### config.mk
export PLATFORM = sky130hd
export DESIGN_NAME = mcodp_dims
export DESIGN_NICKNAME = d
export VERILOG_FILES = /design/src/sv/mcodp_pkg.sv /design/src/sv/mcodp_dims.sv
export SDC_FILE = /design/constraint.sdc
export NUM_CORES = 1
export LEC_CHECK = 0
export BUFFER_PORTS_ARGS = -buffer_cell sky130_fd_sc_hd__buf_2
export CAP_MARGIN = 20
export CORE_UTILIZATION = 30
export CTS_CLUSTER_DIAMETER = 30
export DETAILED_ROUTE_END_ITERATION = 7
export GPL_ROUTABILITY_DRIVEN = 1
export PLACE_DENSITY_LB_ADDON = 0.05
export RECOVER_POWER = 25
export SETUP_SLACK_MARGIN = 0.3
export SLEW_MARGIN = 20
export SYNTH_ARGS = -nofsm -noshare
export SYNTH_HDL_FRONTEND = slang
export SYNTH_SLANG_ARGS = --single-unit
### constraint.sdc
create_clock -name clock -period 2.1 [get_ports clock]
set_input_delay 0.315 -clock clock [delete_from_list [all_inputs] [get_ports clock]]
set_output_delay 0.315 -clock clock [all_outputs]
set_load 0.05 [all_outputs]
### src/sv/mcodp_pkg.sv
`default_nettype none

package mcodp_pkg;

   localparam int unsigned MAX_MATRICES_DEF = 16;
   localparam int unsigned DIM_W = 16;
   localparam int unsigned COST_W = 64;
   localparam int unsigned OUT_IDX_W = 5;
   localparam logic [COST_W-1:0] COST_MAX = '1;

   typedef enum logic [2:0] {
      ST_LOAD,
      ST_INIT,
      ST_STEP,
      ST_DRAIN,
      ST_RESP
   } state_type;

   typedef struct packed {
      logic wr_en;
      logic rd_ends;
   } dim_cmd_type;

   typedef struct packed {
      logic init;
      logic issue;
      logic last;
   } step_cmd_type;

endpackage

`default_nettype wire

### src/sv/mcodp_dims.sv
`default_nettype none

module mcodp_dims
   import mcodp_pkg::*;
#(
   parameter int unsigned MAX_MATRICES = MAX_MATRICES_DEF
) (
   input  wire logic                                    clock,
   input  wire logic                                    reset,
   input  wire dim_cmd_type                             dcmd,
   input  wire logic [$clog2(MAX_MATRICES + 1)-1:0]     wr_addr,
   input  wire logic [DIM_W-1:0]                        wr_data,
   input  wire logic [$clog2(MAX_MATRICES + 1)-1:0]     rd_a_addr,
   input  wire logic [$clog2(MAX_MATRICES + 1)-1:0]     rd_b_addr,
   output logic      [DIM_W-1:0]                        pk,
   output logic      [DIM_W-1:0]                        pi,
   output logic      [DIM_W-1:0]                        pj
);

   localparam int unsigned DIM_DEPTH = MAX_MATRICES + 1;

   logic [DIM_W-1:0] dim_mem [DIM_DEPTH];
   logic [DIM_W-1:0] rd_a_ff;
   logic [DIM_W-1:0] rd_b_ff;
   logic [DIM_W-1:0] pi_ff;
   logic [DIM_W-1:0] pj_ff;
   logic             ends_ff;

   always_ff @(posedge clock) begin
      if (dcmd.wr_en) begin
         dim_mem[wr_addr] <= wr_data;
      end
      rd_a_ff <= dim_mem[rd_a_addr];
      rd_b_ff <= dim_mem[rd_b_addr];
   end

   always_ff @(posedge clock) begin
      if (reset) begin
         ends_ff <= 1'b0;
      end else begin
         ends_ff <= dcmd.rd_ends;
      end
   end

   // The outer dimensions of a cell are held for the whole split loop.
   always_ff @(posedge clock) begin
      if (ends_ff) begin
         pi_ff <= rd_a_ff;
         pj_ff <= rd_b_ff;
      end
   end

   assign pk = rd_a_ff;
   assign pi = pi_ff;
   assign pj = pj_ff;

endmodule

`default_nettype wire

==> impl_metrics.json, run 1 <==
{
  "timing.rr.end": "rd_b_ff[14]$_DFF_P_",
  "drc_errors": 0,
  "cp_slowest_stage_delay_ns": 0.49,
  "tritoncts": "built",
  "fin_cells": 1535,
  "initial_core_util": 0.304,
  "worst_pin_slew_ns": 0.712,
  "grt_pass1_wl_um": 62400,
  "synth_seq_cells": 337,
  "synth_seq_area_share": 0.676,
  "finalCriticalPeriod_ns": 1.74,
  "floorplan.rows": 80,
  "cts_root_buffer": "clkbuf_16",
  "finalSetupViolCount": 0,
  "vias": 7874,
  "worst_setup_path_end_kind": "output pin",
  "finClkSkew_ns": 0.0177,
  "reg2reg_slack_ns": 0.72,
  "diodes": 0,
  "synth_area_leaders": "edfxtp_1 (63%), mux4_2 (17%), dfxtp_1 (4.6%)",
  "vias_per_cell": 5.13,
  "rsz0062_at_grt": "no",
  "cts_made_buffers": 85,
  "cp_top_family": "flip-flops",
  "detailed_place_hpwl_um": 25000,
  "worstRegToRegCells": 3,
  "grt_antenna_before_repair": 1,
  "yosysTopAreaCell": "edfxtp_1",
  "syn2layout_area_growth_pct": 31.4,
  "grt_use_total": 0.181,
  "holdBufCountCts": 2,
  "dpl.cell_count": 1374,
  "leakagePower_nw": 6.50,
  "synth_area_um2": 14500,
  "gp_congestion": 0.785,
  "firstDrtPassIters": 5,
  "timing.max_cap.violations": 0,
  "layout_common_cells": "edfxtp_1 (304), mux4_2 (110), clkbuf_16 (85)",
  "die_h_um": 222,
  "crit_chain": "buf_2",
  "dieWidth_um": 222,
  "crit_arrival_ns": 1.42,
  "fin_setup_tns_ns": 0,
  "max_slew_margin": 0.525,
  "clk_pin_slew_ns": 0.04,
  "layout-drive-gt1-share": 0.437,
  "hold_viol": 0,
  "hold_path_end": "dim_mem[5][12]$_DFFE_PP_",
  "io_buffers": 82,
  "cp_num_buf_inv": 1,
  "design.die.area_um2": 49100,
  "grt_max_degree": 37,
  "avgSynthCellArea_um2": 21.3,
  "syn_nets": 716,
  "clock-sinks": 337,
  "crit_path_max_fanout": 2,
  "min_path_type": "in2reg",
  "synth_top_area_share": 0.630,
  "ir_drop_mv": 0.538,
  "yosysUniqueCellTypes": 28,
  "clock_path_buffers": 3,
  "grt_overflow": 0,
  "drv_slew": 0,
  "final_net_count": 883,
  "grt_pass1_vias": 8741,
  "clk_latency_ns": 0.60,
  "fin_crit_sh": 0.828,
  "detail-route-antenna-nets": 0,
  "core_area_um2": 47600,
  "synth_cells": 681,
  "post_cts_resize_count": 0,
  "powerDensity_nw_per_um2": 1200,
  "drtIter0Drc": 483,
  "hold_depth": 1,
  "ioPinCount": 83,
  "worstReg2RegStart": "dim_mem[12][14]$_DFFE_PP_",
  "fmax_ghz": 0.575,
  "h-tree-depth": 3,
  "cp.required_ns": 1.78,
  "crit_type": "reg2out",
  "hold_start": "wr_data[12]",
  "final_common_cell": "edfxtp_1",
  "status": "finished clean",
  "crit_slowest_cell": "dfxtp_1",
  "startpoint_type": "flop",
  "drt-total-wl_um": 43500,
  "cts_setup_buffers": 0,
  "wl_per_cell_um": 28.4,
  "yosysWarnings": 0
}
-- registers in the layout, indices dropped and copies added, names as in the netlist --
register / cells
dim_mem: 272
ends_ff: 1
pj: 16
rd_b_ff: 16
pk: 16
pi: 16
-- cell usage after synthesis --
library cell	n
dlygate4sd1_1	3
buf_12	10
nor3_1	4
and4b_1	1
mux4_1	18
o22ai_1	32
clkbuf_16	1
buf_2	12
clkbuf_2	2
nand3_1	2
nand2b_1	4
buf_4	3
buf_6	8
a221oi_1	14
inv_1	2
nor2b_1	5
edfxtp_1	304
mux2i_1	32
dfxtp_1	33
bufbuf_16	1
clkbuf_1	8
dlymetal6s2s_1	2
mux4_2	110
or2_1	2
a221oi_2	18
nor2_1	46
buf_1	1
nand2_1	3
-- cell type report --
| class | count | area (µm²) |
|---|---|---|
| Timing Repair Buffer | 131 | 1140 |
| Clock inverter | 56 | 841 |
| Multi-Input combinational cell | 291 | 4240 |
| Sequential cell | 337 | 9790 |
| Clock buffer | 103 | 2240 |
| Tap cell | 615 | 769 |
| Fill cell | 4268 | 28600 |
| Inverter | 2 | 7.51 |
-- kinds of logic after synthesis --
kind of cell / Yosys count / synth area share
AND/OR/NAND/NOR: 67 / 0.0202
multiplexers: 160 / 0.226
flip-flops: 337 / 0.676
AO/OA/AOI/OAI: 64 / 0.0410
buffers and inverters: 53 / 0.0368
-- where the power goes --
| part | switching, W | internal, W |
|---|---|---|
| Clock | 0.00403 | 0.00992 |
| Sequential | 0.0000762 | 0.00750 |
| Combinational | 0.000769 | 0.000487 |
| Total | 0.00487 | 0.0179 |
-- stage by stage --
step                      hold slack (ns)  setup slack [ns]  cell area (µm²)  utilization  total power, W
after floorplan                     0.386             0.235            14500            -         0.00852
after global placement              0.390             0.292            15900        0.335         0.00896
after detailed placement            0.389             0.248            15900        0.335         0.00896
after CTS                          0.0649             0.336            19000        0.400          0.0230
after global routing                0.121             0.337            19000        0.399          0.0234
final                               0.122             0.360            19000        0.399          0.0228
-- worst max path at each step --
stage	cells past startpoint	start	end	slack, ns
floorplan	3	wr_addr[0]	dim_mem[15][0]$_DFFE_PP_	0.23
global placement	5	rd_b_addr[0]	rd_b_ff[14]$_DFF_P_	0.29
detailed placement	5	rd_b_addr[0]	rd_b_ff[14]$_DFF_P_	0.25
CTS	1	pk[11]$_DFF_P_	pk[11]	0.34
global route	1	pk[11]$_DFF_P_	pk[11]	0.34
finish	1	pk[11]$_DFF_P_	pk[11]	0.36
-- metal layers --
metal | wire length [µm] | GRT usage | share of wire
met1 | 18500 | 0.226 | 0.43
met2 | 21500 | 0.301 | 0.49
met3 | 2030 | 0.0376 | 0.047
met4 | 1460 | 0.0851 | 0.033
met5 | 14 | 0 | 0.00032
No activity file was read; power rests on OpenSTA's default activity.
==> run 2, diff against run 1 <==
==> constraint.sdc (replaced) <==
create_clock -name clock -period 1.6 [get_ports clock]
set_input_delay 0.24 -clock clock [delete_from_list [all_inputs] [get_ports clock]]
set_output_delay 0.24 -clock clock [all_outputs]
set_load 0.05 [all_outputs]
==> run 2 against run 1 <==
  * Worst setup slack got worse by 0.22 ns
  * Total power is 28% higher
  * Wire length up 2.1%
  * Combinational power increased by 60%
  * Register-to-register slack lost 0.52 ns
  * First-iteration DRC count increased by 20%
  * Sequential share of layout area fell by 2.6 points
  * Clock-buffer cell count fell by 11
  * Utilization grew 2.2 points
  * Non-clock buffer count increased by 34
  * Final cell count grew 2.0%
  * Critical endpoint is now pk[13]
  * Largest power group unchanged
==> impl_metrics.json, run 2 (synthesis gave the netlist of run 1 again) <==
{
  "status": "finished clean",
  "hold_viol": 0,
  "min_path_type": "in2reg",
  "regMostFlops": "dim_mem",
  "design.die.area_um2": 49100,
  "max_slew_margin": 0.429,
  "startpoint_type": "flop",
  "largest_reg_flops": 272,
  "die_h_um": 222,
  "ir_drop_mv": 0.704,
  "cp_slowest_stage_delay_ns": 0.43,
  "fin_crit_sh": 0.911,
  "finalCriticalPeriod_ns": 1.46,
  "detail-route-antenna-nets": 0,
  "floorplan.rows": 80,
  "final_net_count": 915,
  "fin_cells": 1565,
  "grt_pass1_vias": 9008,
  "powerDensity_nw_per_um2": 1460,
  "fin_setup_tns_ns": 0,
  "drtIter0Drc": 582,
  "initial_core_util": 0.304,
  "finalSetupViolCount": 0,
  "final_common_cell": "edfxtp_1",
  "clk_latency_ns": 0.60,
  "pwr-share-comb": 0.069,
  "worst_setup_path_end_kind": "output pin",
  "syn2layout_area_growth_pct": 38.6,
  "holdWs_ns": 0.106,
  "drv_slew": 0,
  "ioPinCount": 83,
  "h-tree-depth": 3,
  "rsz0062_at_grt": "yes",
  "crit_type": "reg2out",
  "clockPowerShare": 0.591,
  "cp_top_family": "flip-flops",
  "wl_per_cell_um": 28.4,
  "grt_use_total": 0.186,
  "clock-sinks": 337,
  "diodes": 0,
  "grt_pass1_wl_um": 63800,
  "power.switching_w": 0.00660,
  "tritoncts": "built",
  "detailed_place_hpwl_um": 26400,
  "grt_overflow": 0,
  "pwr-share-seq": 0.340,
  "dieWidth_um": 222,
  "grt_antenna_before_repair": 0,
  "worst_pin_slew_ns": 0.853,
  "drt-total-wl_um": 44400,
  "layout_common_cells": "edfxtp_1 (304), mux4_2 (128), clkbuf_16 (83)",
  "cts_root_buffer": "clkbuf_16",
  "layout-drive-gt1-share": 0.537,
  "cp.required_ns": 1.36,
  "crit_path_max_fanout": 2,
  "swShare": 0.226,
  "clk_pin_slew_ns": 0.05,
  "finClkSkew_ns": 0.0233,
  "gp_congestion": 0.762,
  "grt_max_degree": 33,
  "vias_per_cell": 5.10,
  "fmax_ghz": 0.686,
  "firstDrtPassIters": 4,
  "cp_num_buf_inv": 1,
  "post-route-util": 0.421,
  "clock_path_buffers": 3,
  "crit_chain": "buf_8",
  "io_buffers": 82,
  "crit_arrival_ns": 1.22,
  "crit_slowest_cell": "dfxtp_1",
  "vias": 7983,
  "core_area_um2": 47600,
  "timing.max_cap.violations": 0,
  "cts_made_buffers": 83,
  "drc_errors": 0,
  "leakagePower_nw": 6.79,
  "dpl.cell_count": 1398,
  "p_int_w": 0.0226
}
run 2: cell types whose count changed in the layout (fill, tap and decap cells not counted), sizes merged:
cell	delta
clkbuf	-14
inv	+6
bufinv	-5
clkinvlp	+3
dlygate4sd3	+9
clkinv	+3
buf	+28
run 2: final timing paths:
kind / start / endpoint / slack [ns] / cells past startpoint
worst max-delay path: pk[13]$_DFF_P_ / pk[13] / 0.14 / 1
worst min-delay path: rd_a_addr[4] / pk[14]$_DFF_P_ / 0.11 / 3
worst max register to register: dim_mem[11][11]$_DFFE_PP_ / pk[11]$_DFF_P_ / 0.20 / 4
worst min register to register: rd_b_ff[3]$_DFF_P_ / pj[3]$_DFFE_PP_ / 0.40 / 0
run 2: area by class of cell:
type,count,area [µm²]
Fill cell,4170,27600
Tap cell,615,769
Clock buffer,92,2120
Inverter,2,7.51
Sequential cell,337,9790
Multi-Input combinational cell,291,4570
Clock inverter,63,810
Timing Repair Buffer,165,2000
run 2: power groups by stage:
stage                     clock network (W)  logic (W)  registers [W]
after floorplan                           0   0.000941         0.0103
after global placement                    0    0.00183         0.0101
after detailed placement                  0    0.00184         0.0101
after CTS                            0.0176    0.00200        0.00996
after global routing                 0.0180    0.00212        0.00996
final                                0.0173    0.00201        0.00995
run 2: routing by layer:
layer  vias to the layer above  routed length, µm  track usage
met2                       256              21600        0.303
met5                         -                  0            0
met1                      4276              19400        0.239
met4                         0               1180       0.0813
met3                        73               2210       0.0383
li1                       3378                  -            -
run 2: repair_timing:
| item | CTS | global route |
|---|---|---|
| pin swaps | 6 | 5 |
| resized for setup | 143 | 24 |
| buffers inserted | 0 | 1 |
| setup endpoints to repair | 65 | 80 |
| endpoints found under the hold margin | 70 | 0 |
| hold buffers | 11 | 0 |
run 2: through the flow:
| step | area [µm²] | setup slack [ns] | power (W) |
|---|---|---|---|
| 2_1_floorplan | 14700 | 0.156 | 0.0112 |
| 3_3_place_gp | 16500 | -0.149 | 0.0119 |
| 3_5_place_dp | 16500 | -0.126 | 0.0119 |
| 4_1_cts | 20000 | 0.127 | 0.0296 |
| 5_1_grt | 20100 | 0.103 | 0.0301 |
| 6_report | 20100 | 0.142 | 0.0292 |
==> run 3, diff against run 2 <==
--- a/config.mk
+++ b/config.mk
@@ -5,7 +5,7 @@
 export SDC_FILE = /design/constraint.sdc
 export NUM_CORES = 1
 export LEC_CHECK = 0
-export BUFFER_PORTS_ARGS = -buffer_cell sky130_fd_sc_hd__buf_2
+export BUFFER_PORTS_ARGS = -buffer_cell sky130_fd_sc_hd__buf_4
 export CAP_MARGIN = 20
 export CORE_UTILIZATION = 30
 export CTS_CLUSTER_DIAMETER = 30
==> run 3 against run 2 <==
  * Maximum frequency increased by 0.22%
  * Clock-buffer cell count grew 15
  * Critical endpoint is now pk[7]
  * Register-to-register slack worse by 0.03 ns
==> impl_metrics.json, run 3 (synthesis gave the netlist of run 1 again) <==
{
  "status": "finished clean",
  "detailed_place_hpwl_um": 25300,
  "post-place-ws_ns": -0.126,
  "largest_reg_flops": 272,
  "max_slew_margin": 0.297,
  "final_common_cell": "edfxtp_1",
  "worst_pin_slew_ns": 1.05,
  "fmax_ghz": 0.687,
  "crit_chain": "buf_8",
  "floorplan.rows": 80,
  "fin_crit_sh": 0.909,
  "grt_overflow": 0,
  "timing.max_cap.violations": 0,
  "crit_slowest_cell": "dfxtp_1",
  "finalSetupViolCount": 0,
  "worst_setup_path_end_kind": "output pin",
  "design.die.area_um2": 49100,
  "powerDensity_nw_per_um2": 1440,
  "firstDrtPassIters": 5,
  "gp_congestion": 0.745,
  "pwr-share-seq": 0.346,
  "layout-drive-gt1-share": 0.515,
  "p_int_w": 0.0226,
  "initial_core_util": 0.304,
  "met3_length_um": 1980,
  "dpl.cell_count": 1399,
  "clockPowerShare": 0.584,
  "startpoint_type": "flop",
  "layout_common_cells": "edfxtp_1 (304), mux4_2 (128), clkbuf_16 (86)",
  "syn2layout_area_growth_pct": 38.6,
  "wl_per_cell_um": 28.3,
  "leakagePower_nw": 6.82,
  "crit_arrival_ns": 1.21,
  "cp_num_buf_inv": 1,
  "die_h_um": 222,
  "dr_wl_met2_um": 22200,
  "final_net_count": 924,
  "cts_root_buffer": "clkbuf_16",
  "regMostFlops": "dim_mem",
  "min_path_type": "in2reg",
  "clk_latency_ns": 0.58,
  "vias": 8040,
  "io_buffers": 82,
  "placed_area_um2": 16700,
  "rsz0062_at_grt": "yes",
  "diodes": 0,
  "cp_top_family": "flip-flops",
  "swShare": 0.216,
  "clock-sinks": 337,
  "cp_slowest_stage_delay_ns": 0.44,
  "power.switching_w": 0.00623,
  "dieWidth_um": 222,
  "crit_type": "reg2out",
  "detail-route-antenna-nets": 0,
  "grt_pass1_wl_um": 63800,
  "vias_per_cell": 5.11,
  "drt-total-wl_um": 44500,
  "power_w": 0.0288,
  "top_layer_used": "met4",
  "pwr-share-comb": 0.071,
  "clock_path_buffers": 3,
  "ir_drop_mv": 0.622,
  "finClkSkew_ns": 0.0141,
  "h-tree-depth": 3,
  "tritoncts": "built",
  "fin_cells": 1572,
  "ioPinCount": 83,
  "setup_ws_ns": 0.145,
  "route.layer.met1.wl_um": 18900,
  "drv_slew": 0,
  "core_area_um2": 47600,
  "drtIter0Drc": 628,
  "grt_use_total": 0.185,
  "finalCriticalPeriod_ns": 1.45,
  "clk_pin_slew_ns": 0.04,
  "grt_pass1_vias": 9065,
  "fillCellCount": 4216,
  "crit_path_max_fanout": 2,
  "grt_antenna_before_repair": 0,
  "drc_errors": 0,
  "hold_viol": 0,
  "cts_made_buffers": 83,
  "grt_max_degree": 33,
  "finalInstanceArea_um2": 20100,
  "post-route-util": 0.421,
  "cp.required_ns": 1.36
}
-- run 3: cell types whose count changed in the layout (fill, tap and decap cells not counted), moves of 3 or more --
cell,delta
buf_2,-22
buf_4,+22
clkbuf_1,+14
clkbuf_16,+3
clkinv_2,+10
clkinv_4,-9
clkinvlp_4,-7
dlygate4sd3_1,+7
inv_6,-10
-- run 3: timing repair --
item / in CTS / in global routing
endpoints found under the setup margin: 65 / 79
setup buffers: 0 / 2
pin swaps: 4 / 10
hold buffers: 18 / 0
hold endpoints to repair: 273 / 0
gates resized for setup: 98 / 23
-- run 3: cell type report --
| class | instances | area, µm² | share of cell area |
|---|---|---|---|
| tap | 615 | 769 | 0.0384 |
| timing repair buffer | 174 | 2110 | 0.105 |
| sequential | 337 | 9790 | 0.488 |
| inverter | 2 | 7.51 | 0.000374 |
| multi-input combinational | 291 | 4550 | 0.227 |
| clock inverter | 46 | 572 | 0.0285 |
| clock buffer | 107 | 2260 | 0.113 |
-- run 3: stage by stage --
step | hold WS (ns) | TNS [ns]
2_1_floorplan | 0.304 | 0
3_3_place_gp | 0.386 | -1.78
3_5_place_dp | 0.389 | -1.99
4_1_cts | 0.183 | 0
5_1_grt | 0.221 | 0
6_report | 0.209 | 0
-- run 3: worst reg2reg max path: stages (launching register included) --
cell and delay (ns):
edfxtp_1 0.38, mux4_2 0.48, mux2i_1 0.18, a221oi_2 0.09, buf_4 0.18
-- run 3: layer usage --
layer | global-route usage | vias up
met4 | 0.0784 | 0
met1 | 0.235 | 4335
li1 | - | 3383
met5 | 0 | -
met3 | 0.0342 | 83
met2 | 0.311 | 239
-- run 3: path summary, 6_finish.rpt --
path,start,endpoint,slack (ns),cells after the start
max,pk[7]$_DFF_P_,pk[7],0.15,1
min,rd_a_addr[4],pk[12]$_DFF_P_,0.21,5
max reg2reg,dim_mem[15][11]$_DFFE_PP_,pk[11]$_DFF_P_,0.17,4
min reg2reg,rd_b_ff[5]$_DFF_P_,pj[5]$_DFFE_PP_,0.40,0
-- run 3: power groups by stage --
stage	logic (W)	registers (W)	clock network [W]
finish	0.00203	0.00996	0.0168
CTS	0.00204	0.00996	0.0171
floorplan	0.000941	0.0103	0
detailed placement	0.00191	0.0101	0
global placement	0.00191	0.0101	0
global route	0.00215	0.00997	0.0176
