==> src/sv/mcodp_pkg.sv <==
`default_nettype none

package mcodp_pkg;

   localparam int unsigned MAX_MATRICES_DEF = 16;
   localparam int unsigned DIM_W = 16;
   localparam int unsigned COST_W = 64;
   localparam int unsigned OUT_IDX_W = 5;
   localparam logic [COST_W-1:0] COST_MAX = '1;

   typedef enum logic [2:0] {
      ST_LOAD,
      ST_INIT,
      ST_STEP,
      ST_DRAIN,
      ST_RESP
   } state_type;

   typedef struct packed {
      logic wr_en;
      logic rd_ends;
   } dim_cmd_type;

   typedef struct packed {
      logic init;
      logic issue;
      logic last;
   } step_cmd_type;

endpackage

`default_nettype wire

==> src/sv/mcodp_ctrl.sv <==
`default_nettype none

module mcodp_ctrl
   import mcodp_pkg::*;
#(
   parameter int unsigned MAX_MATRICES = MAX_MATRICES_DEF
) (
   input  wire logic                                    clock,
   input  wire logic                                    reset,
   input  wire logic                                    start,
   output logic                                         busy,
   input  wire logic [DIM_W-1:0]                        req_dim_value,
   input  wire logic                                    req_last_dim,
   output dim_cmd_type                                  dcmd,
   output logic      [$clog2(MAX_MATRICES + 1)-1:0]     dim_wr_addr,
   output logic      [DIM_W-1:0]                        dim_wr_data,
   output logic      [$clog2(MAX_MATRICES + 1)-1:0]     dim_rd_a_addr,
   output logic      [$clog2(MAX_MATRICES + 1)-1:0]     dim_rd_b_addr,
   output step_cmd_type                                 scmd,
   output logic      [$clog2(MAX_MATRICES)-1:0]         i0,
   output logic      [$clog2(MAX_MATRICES)-1:0]         j0,
   output logic      [$clog2(MAX_MATRICES)-1:0]         k0,
   input  wire logic                                    cell_done,
   input  wire logic [COST_W-1:0]                       best_cost,
   input  wire logic [$clog2(MAX_MATRICES)-1:0]         best_k,
   output logic                                         rsp_valid,
   output logic      [COST_W-1:0]                       rsp_min_cost,
   output logic      [OUT_IDX_W-1:0]                    rsp_top_split,
   output logic      [OUT_IDX_W-1:0]                    rsp_chain_length,
   output logic                                         rsp_error_flag
);

   localparam int unsigned DIM_DEPTH = MAX_MATRICES + 1;
   localparam int unsigned DIM_AW = $clog2(DIM_DEPTH);
   localparam int unsigned CNT_W = $clog2(DIM_DEPTH + 1);
   localparam int unsigned IDX_W = $clog2(MAX_MATRICES);

   state_type             state_ff;
   state_type             state_in;
   logic [CNT_W-1:0]      count_ff;
   logic [CNT_W-1:0]      count_in;
   logic                  ovf_ff;
   logic                  ovf_in;
   logic [IDX_W-1:0]      i0_ff;
   logic [IDX_W-1:0]      i0_in;
   logic [IDX_W-1:0]      j0_ff;
   logic [IDX_W-1:0]      j0_in;
   logic [IDX_W-1:0]      k0_ff;
   logic [IDX_W-1:0]      k0_in;
   logic [IDX_W-1:0]      nm1_ff;
   logic [IDX_W-1:0]      nm1_in;
   logic [COST_W-1:0]     res_cost_ff;
   logic [COST_W-1:0]     res_cost_in;
   logic [OUT_IDX_W-1:0]  res_split_ff;
   logic [OUT_IDX_W-1:0]  res_split_in;
   logic [OUT_IDX_W-1:0]  res_len_ff;
   logic [OUT_IDX_W-1:0]  res_len_in;
   logic                  res_err_ff;
   logic                  res_err_in;

   logic                  accept;
   logic                  have_room;
   logic [CNT_W-1:0]      count_acc;
   logic                  ovf_acc;
   logic                  bad_chain;
   logic                  single;
   logic                  last_split;
   logic                  final_cell;
   logic [IDX_W-1:0]      k_next;

   assign accept     = start & (state_ff == ST_LOAD);
   assign have_room  = (count_ff < CNT_W'(DIM_DEPTH));
   assign count_acc  = count_ff + CNT_W'(have_room);
   assign ovf_acc    = ovf_ff | ~have_room;
   assign bad_chain  = ovf_acc | (count_acc < CNT_W'(2));
   assign single     = (count_acc == CNT_W'(2));
   assign k_next     = k0_ff + IDX_W'(1);
   assign last_split = (k_next == j0_ff);
   assign final_cell = (i0_ff == '0) && (j0_ff == nm1_ff);

   always_comb begin
      state_in = state_ff;
      case (state_ff)
         ST_LOAD: begin
            if (accept && req_last_dim) begin
               state_in = (bad_chain || single) ? ST_RESP : ST_INIT;
            end
         end
         ST_INIT: begin
            state_in = ST_STEP;
         end
         ST_STEP: begin
            if (last_split) begin
               state_in = ST_DRAIN;
            end
         end
         ST_DRAIN: begin
            if (cell_done) begin
               state_in = final_cell ? ST_RESP : ST_INIT;
            end
         end
         ST_RESP: begin
            state_in = ST_LOAD;
         end
         default: begin
            state_in = ST_LOAD;
         end
      endcase
   end

   always_comb begin
      dcmd         = '0;
      scmd         = '0;
      count_in     = count_ff;
      ovf_in       = ovf_ff;
      i0_in        = i0_ff;
      j0_in        = j0_ff;
      k0_in        = k0_ff;
      nm1_in       = nm1_ff;
      res_cost_in  = res_cost_ff;
      res_split_in = res_split_ff;
      res_len_in   = res_len_ff;
      res_err_in   = res_err_ff;
      case (state_ff)
         ST_LOAD: begin
            if (accept) begin
               dcmd.wr_en = have_room;
               count_in   = count_acc;
               ovf_in     = ovf_acc;
               if (req_last_dim) begin
                  count_in     = '0;
                  ovf_in       = 1'b0;
                  res_cost_in  = '0;
                  res_split_in = '0;
                  res_err_in   = bad_chain;
                  res_len_in   = bad_chain ? '0 : OUT_IDX_W'(count_acc - CNT_W'(1));
                  nm1_in       = IDX_W'(count_acc - CNT_W'(2));
                  i0_in        = '0;
                  j0_in        = IDX_W'(1);
               end
            end
         end
         ST_INIT: begin
            dcmd.rd_ends = 1'b1;
            scmd.init    = 1'b1;
            k0_in        = i0_ff;
         end
         ST_STEP: begin
            scmd.issue = 1'b1;
            scmd.last  = last_split;
            k0_in      = k_next;
         end
         ST_DRAIN: begin
            if (cell_done) begin
               if (final_cell) begin
                  res_cost_in  = best_cost;
                  res_split_in = OUT_IDX_W'(best_k);
               end else if (j0_ff == nm1_ff) begin
                  i0_in = '0;
                  j0_in = j0_ff - i0_ff + IDX_W'(1);
               end else begin
                  i0_in = i0_ff + IDX_W'(1);
                  j0_in = j0_ff + IDX_W'(1);
               end
            end
         end
         ST_RESP: begin
         end
         default: begin
         end
      endcase
   end

   always_ff @(posedge clock) begin
      if (reset) begin
         state_ff <= ST_LOAD;
         count_ff <= '0;
         ovf_ff   <= 1'b0;
      end else begin
         state_ff <= state_in;
         count_ff <= count_in;
         ovf_ff   <= ovf_in;
      end
   end

   always_ff @(posedge clock) begin
      i0_ff        <= i0_in;
      j0_ff        <= j0_in;
      k0_ff        <= k0_in;
      nm1_ff       <= nm1_in;
      res_cost_ff  <= res_cost_in;
      res_split_ff <= res_split_in;
      res_len_ff   <= res_len_in;
      res_err_ff   <= res_err_in;
   end

   assign busy          = (state_ff != ST_LOAD);
   assign dim_wr_addr   = count_ff[DIM_AW-1:0];
   assign dim_wr_data   = req_dim_value;
   assign dim_rd_a_addr = (state_ff == ST_INIT) ? DIM_AW'(i0_ff) : DIM_AW'(k_next);
   assign dim_rd_b_addr = DIM_AW'(j0_ff) + DIM_AW'(1);
   assign i0            = i0_ff;
   assign j0            = j0_ff;
   assign k0            = k0_ff;

   assign rsp_valid        = (state_ff == ST_RESP);
   assign rsp_min_cost     = res_cost_ff;
   assign rsp_top_split    = res_split_ff;
   assign rsp_chain_length = res_len_ff;
   assign rsp_error_flag   = res_err_ff;

endmodule

`default_nettype wire

==> config.mk <==
export PLATFORM = sky130hd
export DESIGN_NAME = mcodp_ctrl
export DESIGN_NICKNAME = d
export VERILOG_FILES = /design/src/sv/mcodp_pkg.sv /design/src/sv/mcodp_ctrl.sv
export SDC_FILE = /design/constraint.sdc
export NUM_CORES = 1
export LEC_CHECK = 0
export ABC_CLOCK_PERIOD_IN_PS = 4800
export BUFFER_PORTS_ARGS = -buffer_cell sky130_fd_sc_hd__buf_4
export CORE_MARGIN = 10
export CORE_UTILIZATION = 42
export DETAILED_ROUTE_END_ITERATION = 8
export PLACE_DENSITY_LB_ADDON = 0.2
export SLEW_MARGIN = 20
export SYNTH_ARGS = -nofsm -noshare
export SYNTH_HDL_FRONTEND = slang
export SYNTH_SLANG_ARGS = --single-unit
==> constraint.sdc <==
create_clock -name clock -period 4.8 [get_ports clock]
set_clock_uncertainty 0.15 [all_clocks]
set_input_delay 0.24 -clock clock [delete_from_list [all_inputs] [get_ports clock]]
set_output_delay 0.24 -clock clock [all_outputs]
set_load 0.1 [all_outputs]
==> results of run 1 <==
## area by class of cell
| cell class | count | area (um^2) |
|---|---|---|
| clock inverters | 7 | 121.4 |
| flip-flops and latches | 99 | 2884 |
| repair buffers | 182 | 1369 |
| clock buffers | 9 | 123.9 |
| multi-input cells | 214 | 1429 |
| fillers | 901 | 4619 |
| well taps | 140 | 175.2 |
| inverters | 19 | 71.32 |
## cell families after synthesis
kind of cell,share of synthesized area
adder cells (fa/ha/maj),0.04246
AND/OR/NAND/NOR,0.1685
AO/OA/AOI/OAI,0.04736
buffers and inverters,0.06614
flip-flops,0.6271
other,0.0008158
multiplexers,0.002178
XOR/XNOR,0.04546
## final timing paths
check                                    from               end  slack (ns)  cells past startpoint
worst max-delay path              state_ff[0]  rsp_min_cost[45]        1.49                      7
worst max register to register    state_ff[0]  rsp_min_cost[45]        1.49                      7
worst min-delay path            best_cost[37]  rsp_min_cost[37]        0.03                      2
worst min register to register         ovf_ff            ovf_ff        0.38                      2
## cell usage in the layout, fill, tap and decap left out, types with 4 or more instances in the layout
cell	count
nand2_1	12
a21oi_1	14
buf_4	181
clkbuf_8	9
edfxtp_1	90
nor2_1	32
xnor2_1	13
dfxtp_1	8
xor2_1	9
nand3_1	4
inv_1	19
and3_1	72
ha_1	14
o21ai_0	6
## through the flow
stage | power (mW) | hold slack [ns] | util | cell area, um^2 | worst slack [ns]
floorplan | 1.505 | 0.3113 | - | 4603 | 0.3829
global route | 2.282 | 0.02167 | 0.5720 | 6173 | 1.183
detailed placement | 1.588 | 0.3307 | 0.5483 | 5918 | 1.466
global placement | 1.585 | 0.3307 | 0.5483 | 5918 | 1.513
finish | 2.210 | 0.02972 | 0.5720 | 6173 | 1.488
CTS | 2.229 | 0.009844 | 0.5720 | 6173 | 1.455
## flip-flops by register name, indices dropped and copies added (netlist names)
signal,cells
nm1_ff,4
k0,4
i0,4
rsp_chain_length,5
rsp_error_flag,1
j0,4
rsp_min_cost,64
dim_wr_addr,5
ovf_ff,1
rsp_top_split,4
state_ff,3
## worst max-delay path, cell delays in order (launching register included)
cell and delay (ns):
dfxtp_2 0.65, or3_1 0.54, nor2_1 0.22, nand2_1 0.09, inv_1 0.35, a21oi_1 0.13
nor2_4 0.10, buf_4 0.66
## per-layer routing
layer  GRT usage  up-vias
li1            -     1607
met1      0.1877     1597
met2      0.2419      140
met3     0.05532       31
met4     0.06443        0
met5           0        -
## power groups by stage
stage | clock (mW) | sequential (mW) | combinational (mW)
after floorplan | 0 | 1.27 | 0.230
after CTS | 0.659 | 1.01 | 0.561
after global placement | 0 | 1.03 | 0.558
after global routing | 0.688 | 1.01 | 0.580
final | 0.645 | 1.01 | 0.557
after detailed placement | 0 | 1.03 | 0.559
==> run_results.csv, run 1 <==
group,metric,value,unit
status,status,"finished clean",
floorplanning,die-width,124.6,um
pwr,clkPwrFrac,0.292,
clock_network,cts_resized,0,
floorplanning,num_rows,38,
clock_network,root_buffer,"clkbuf_8",
clock_network,cts_sinks,99,
route,top_layer_used,"met4",
logic_synthesis,ys_ff_latch,99,
finish,area_delta_synth_final,34.30,%
clock_network,cts_made_buffers,9,
critical_path,setup.worst_path.class,"reg2reg",
clock_network,clk_latency,0.36,ns
global_routing,grt_start_max_net_pins,78,
placed_design,dp_cells,653,
logic_synthesis,postSynthCellCount,372,
critical_path,crit_path_end_kind,"flip-flop",
route,met1_length,5.227,mm
sta,drv_slew,0,
global_routing,grtUsageTotal,0.1541,
global_routing,antenna_found_initial,0,
pwr,p_comb_frac,0.252,
placed_design,gp_congestion,0.8184,
sta,period_share,0.6900,
floorplanning,core,0.01079,mm^2
critical_path,crit_path_start_kind,"flip-flop",
route,drtPass1Iterations,4,
clock_network,postCtsSetupBuffers,0,
route,wl,12.52,mm
global_routing,grt_pass1_wl,19.34,mm
sta,tns,0,ns
finish,layout-drive-gt1-share,0.3943,
sta,fin_crit,3.312,ns
logic_synthesis,ys_seq_area_frac,0.6271,
logic_synthesis,synth.area.top_cells,"edfxtp_1 59%, and3_1 9.8%, dfxtp_1 3.9%",
job,cap_violations,0,
logic_synthesis,yosysMostFrequentCell,"edfxtp_1",
pwr,switching_share,0.3403,
finish,final_cells,670,
route,post_drt_wl_per_cell,18.69,um
logic_synthesis,synth-main-ff-cell,"edfxtp_1",
floorplanning,initial_core_util,0.4259,
critical_path,critPathRequiredTime,4.64,ns
clock_network,cts_tree,"built",
pwr,seqPwrFrac,0.456,
floorplanning,die_area,0.01553,mm^2
route,vias,3375,
pwr,ir_worst_vdd,0.0001756,V
logic_synthesis,synthDistinctLibCells,42,
clock_network,clk_pin_slew,0.10,ns
sta,setup_violations,0,
clock_network,cts_hold_buf,1,
placed_design,place.port_buffers,179,
logic_synthesis,synth_top_area_cell,"edfxtp_1",
clock_network,cts_max_path_buffers,2,
critical_path,crit_fanout,77,
logic_synthesis,yosysTopAreaCellShare,0.5879,
pwr,p_int,1.458,mW
route,drtIter0Drc,270,
finish,diodes,0,
route,wl_met2,5.904,mm
route,routed-wl-met3,1.142,mm
critical_path,worstPathArrival,3.15,ns
logic_synthesis,yosys-top-cells-count,"90 x edfxtp_1, 72 x and3_1, 33 x nor2_1",
min_path,hold_path.class,"in2reg",
logic_synthesis,async_reset_ff_frac,0,
sta,relSlewSlack,0.3190,
global_routing,gr-total-overflow,0,
logic_synthesis,ys_warn_count,0,
sta,max_freq,0.3019,GHz
sta,hold_viol_final,0,
global_routing,grt_pass1_vias,3435,
logic_synthesis,synth_area,0.004597,mm^2
route,viasPerCell,5.037,
floorplanning,die_h,124.6,um
logic_synthesis,synth-edff-count,90,
pwr,p_sw,752.1,uW
placed_design,hpwl,9.376,mm
floorplanning,ioPinCount,214,
pwr,p_leak,2.849,nW
clock_network,h-tree-depth,3,
pwr,power.density,358.0,mW/mm^2
sta,grt_setup_unrepaired,"no",
sta,worstMarginPinSlew,1.022,ns
route,ant_nets,0,
logic_synthesis,syn_avg_cell_area,12.36,um^2
finish,nNetsFinal,629,
route,route.detailed.drc,0,
Note: power is estimated with default switching activity, not from simulation.
==> inputs of run 2 (changes only) <==
--- a/config.mk
+++ b/config.mk
@@ -5,10 +5,11 @@
 export SDC_FILE = /design/constraint.sdc
 export NUM_CORES = 1
 export LEC_CHECK = 0
-export ABC_CLOCK_PERIOD_IN_PS = 4800
+export ABC_AREA = 1
+export ABC_CLOCK_PERIOD_IN_PS = 2700
 export BUFFER_PORTS_ARGS = -buffer_cell sky130_fd_sc_hd__buf_4
 export CORE_MARGIN = 10
-export CORE_UTILIZATION = 42
+export CORE_UTILIZATION = 43
 export DETAILED_ROUTE_END_ITERATION = 8
 export PLACE_DENSITY_LB_ADDON = 0.2
 export SLEW_MARGIN = 20
==> constraint.sdc (replaced) <==
create_clock -name clock -period 2.7 [get_ports clock]
set_clock_uncertainty 0.15 [all_clocks]
set_input_delay 0.135 -clock clock [delete_from_list [all_inputs] [get_ports clock]]
set_output_delay 0.135 -clock clock [all_outputs]
set_load 0.1 [all_outputs]
==> run_results.csv, run 2 <==
group,metric,value,unit
sta,hold_slack,0.08407,ns
min_path,hold_path.class,"in2reg",
logic_synthesis,yosysMostFrequentCell,"inv_1",
logic_synthesis,ys_warn_count,0,
sta,worstMarginPinSlew,0.6791,ns
critical_path,crit_path_top_delay_cell,"dfxtp_4",
logic_synthesis,synthDistinctLibCells,30,
route,post_drt_wl_per_cell,14.90,um
critical_path,slowest_delay,0.39,ns
finish,fin_area,0.007139,mm^2
route,drtIter0Drc,211,
route,routed-wl-met3,980,um
route,ant_nets,0,
floorplanning,num_rows,38,
logic_synthesis,synth-main-ff-cell,"edfxtp_1",
sta,tns,0,ns
floorplanning,ioPinCount,214,
sta,setup_ws,0.2245,ns
clock_network,cts_max_path_buffers,2,
route,wl,12.86,mm
clock_network,clk_latency,0.37,ns
clock_network,cts_made_buffers,9,
floorplanning,core,0.01075,mm^2
placed_design,hpwl,9.141,mm
floorplanning,die-width,124.3,um
global_routing,grt_start_max_net_pins,69,
sta,drv_slew,0,
route,met1_length,4.713,mm
pwr,finalPower,5.002,mW
sta,max_freq,0.4040,GHz
critical_path,crit_path_start_kind,"flip-flop",
sta,setup_violations,0,
logic_synthesis,yosysTopAreaCellShare,0.5774,
placed_design,place.port_buffers,179,
pwr,p_leak,3.453,nW
placed_design,placed_cell_area,0.006193,mm^2
job,cap_violations,0,
critical_path,path_delay_family,"simple AND/OR/NAND/NOR gates",
sta,fin_crit,2.476,ns
critical_path,crit_path_end_kind,"flip-flop",
critical_path,worstPathArrival,2.60,ns
sta,relSlewSlack,0.5472,
route,route.detailed.drc,0,
global_routing,antenna_found_initial,1,
sta,period_share,0.9169,
sta,hold_viol_final,0,
logic_synthesis,postSynthCellCount,475,
placed_design,post-place-ws,0.2336,ns
finish,final_cell_mix,"185 x buf_4, 108 x inv_1, 92 x nor2_1",
status,status,"finished clean",
finish,layout-drive-gt1-share,0.3116,
route,drtPass1Iterations,6,
critical_path,critPathBufInv,2,
pwr,power.density,700.7,mW/mm^2
clock_network,clk_pin_slew,0.10,ns
critical_path,setup.worst_path.class,"reg2reg",
logic_synthesis,ys_seq_area_frac,0.6159,
logic_synthesis,synth.area.top_cells,"edfxtp_1 58%, inv_1 8.7%, nor2_1 7.5%",
pwr,ir_worst_vdd,0.0004910,V
global_routing,gr-total-overflow,0,
route,wl_met2,6.616,mm
sta,grt_setup_unrepaired,"no",
finish,area_delta_synth_final,52.53,%
route,viasPerCell,4.475,
critical_path,critPathRequiredTime,2.82,ns
critical_path,crit_chain,"nor2_1 -> nand2_1 -> nand2_1 -> ha_1 -> ha_1 -> xor2_2 -> inv_1 -> ha_1 -> nand3_1 -> nand2_1 -> inv_1 -> nand2_1 -> nand2_1 -> nand2_1 -> nand2_1 -> nor2_1",
floorplanning,die_h,124.3,um
finish,largest_reg_flops,64,
logic_synthesis,ys_ff_latch,99,
logic_synthesis,synth_top_area_cell,"edfxtp_1",
clock_network,cts_sinks,99,
clock_network,h-tree-depth,3,
global_routing,grt_pass1_wl,20.47,mm
global_routing,grt_pass1_vias,4117,
clock_network,cts_tree,"built",
finish,final_cells,863,
logic_synthesis,syn_avg_cell_area,9.854,um^2
finish,layout_commonest_cell,"buf_4",
route,top_layer_used,"met4",
finish,nNetsFinal,821,
floorplanning,initial_core_util,0.4356,
placed_design,gp_congestion,0.8453,
logic_synthesis,synth-edff-count,90,
critical_path,crit_top_cell,"nand2_1",
clock_network,root_buffer,"clkbuf_8",
logic_synthesis,yosys-top-cells-count,"108 x inv_1, 94 x nor2_1, 90 x edfxtp_1",
logic_synthesis,async_reset_ff_frac,0,
placed_design,dp_cells,775,
logic_synthesis,synth_area,0.004681,mm^2
global_routing,grtUsageTotal,0.1641,
route,vias,3862,
floorplanning,die_area,0.01546,mm^2
finish,post-route-util,0.6644,
critical_path,crit_fanout,8,
==> run 2: cell types whose count changed after synthesis, moves of 5 or more <==
cell	delta
nor2_1	+61
and3_1	-72
xnor2_1	-9
inv_1	+89
o21ai_0	+5
nand2_1	+52
clkbuf_1	-15
nand3_1	+7
==> run 2: worst register-to-register path, delay by kind of cell, from the launching register on <==
kind,cells,cell delay [ns]
and+or+nand+nor,10,0.77
buffers and inverters,2,0.21
DFF,1,0.39
xor gates and xnor gates,1,0.19
adders and majority gates,3,0.67
==> run 2: final timing paths <==
check	start	to	slack [ns]	cells past startpoint
setup reg to reg	dim_wr_addr[2]	state_ff[2]	0.22	16
hold reg to reg	ovf_ff	ovf_ff	0.33	2
setup / recovery	dim_wr_addr[2]	state_ff[2]	0.22	16
hold / removal	start	nm1_ff[3]	0.08	3
==> run 2: final cells by class <==
cell class,count,area (um^2)
fillers,852,3606
repair buffers,258,2140
multi-input cells,239,1292
well taps,140,175.2
inverters,110,412.9
flip-flops and latches,99,2892
clock inverters,6,97.59
clock buffers,10,127.6
diodes,1,2.502
==> run 2: kinds of logic (layout without fill, tap and decap cells) <==
logic type	after synthesis	count (layout)	share of synthesized area
buf+inv	138	384	0.1262
compound gates	26	26	0.03047
flops	99	99	0.6159
xor+xnor	14	14	0.02619
fa+ha+maj	15	15	0.04170
other cells	1	3	0.0008012
simple gates	182	182	0.1588
==> run 2: metal layers <==
layer / vias to the layer above / GRT usage
li1: 1932 / -
met1: 1751 / 0.1610
met2: 135 / 0.2925
met3: 44 / 0.06128
met4: 0 / 0.08842
met5: - / 0
==> run 2: repair_timing <==
action | 4_1_cts | 5_1_grt
setup buffers | 0 | 0
setup endpoints to repair | 0 | 1
resized for setup | 0 | 1
hold endpoints to repair | 77 | 0
hold buffers | 71 | 0
==> run 2: where the power goes <==
part           internal [mW]  total [mW]  switching [mW]
registers               1.86        1.93          0.0709
clock network          0.535        1.07           0.535
logic                  0.455        2.01            1.55
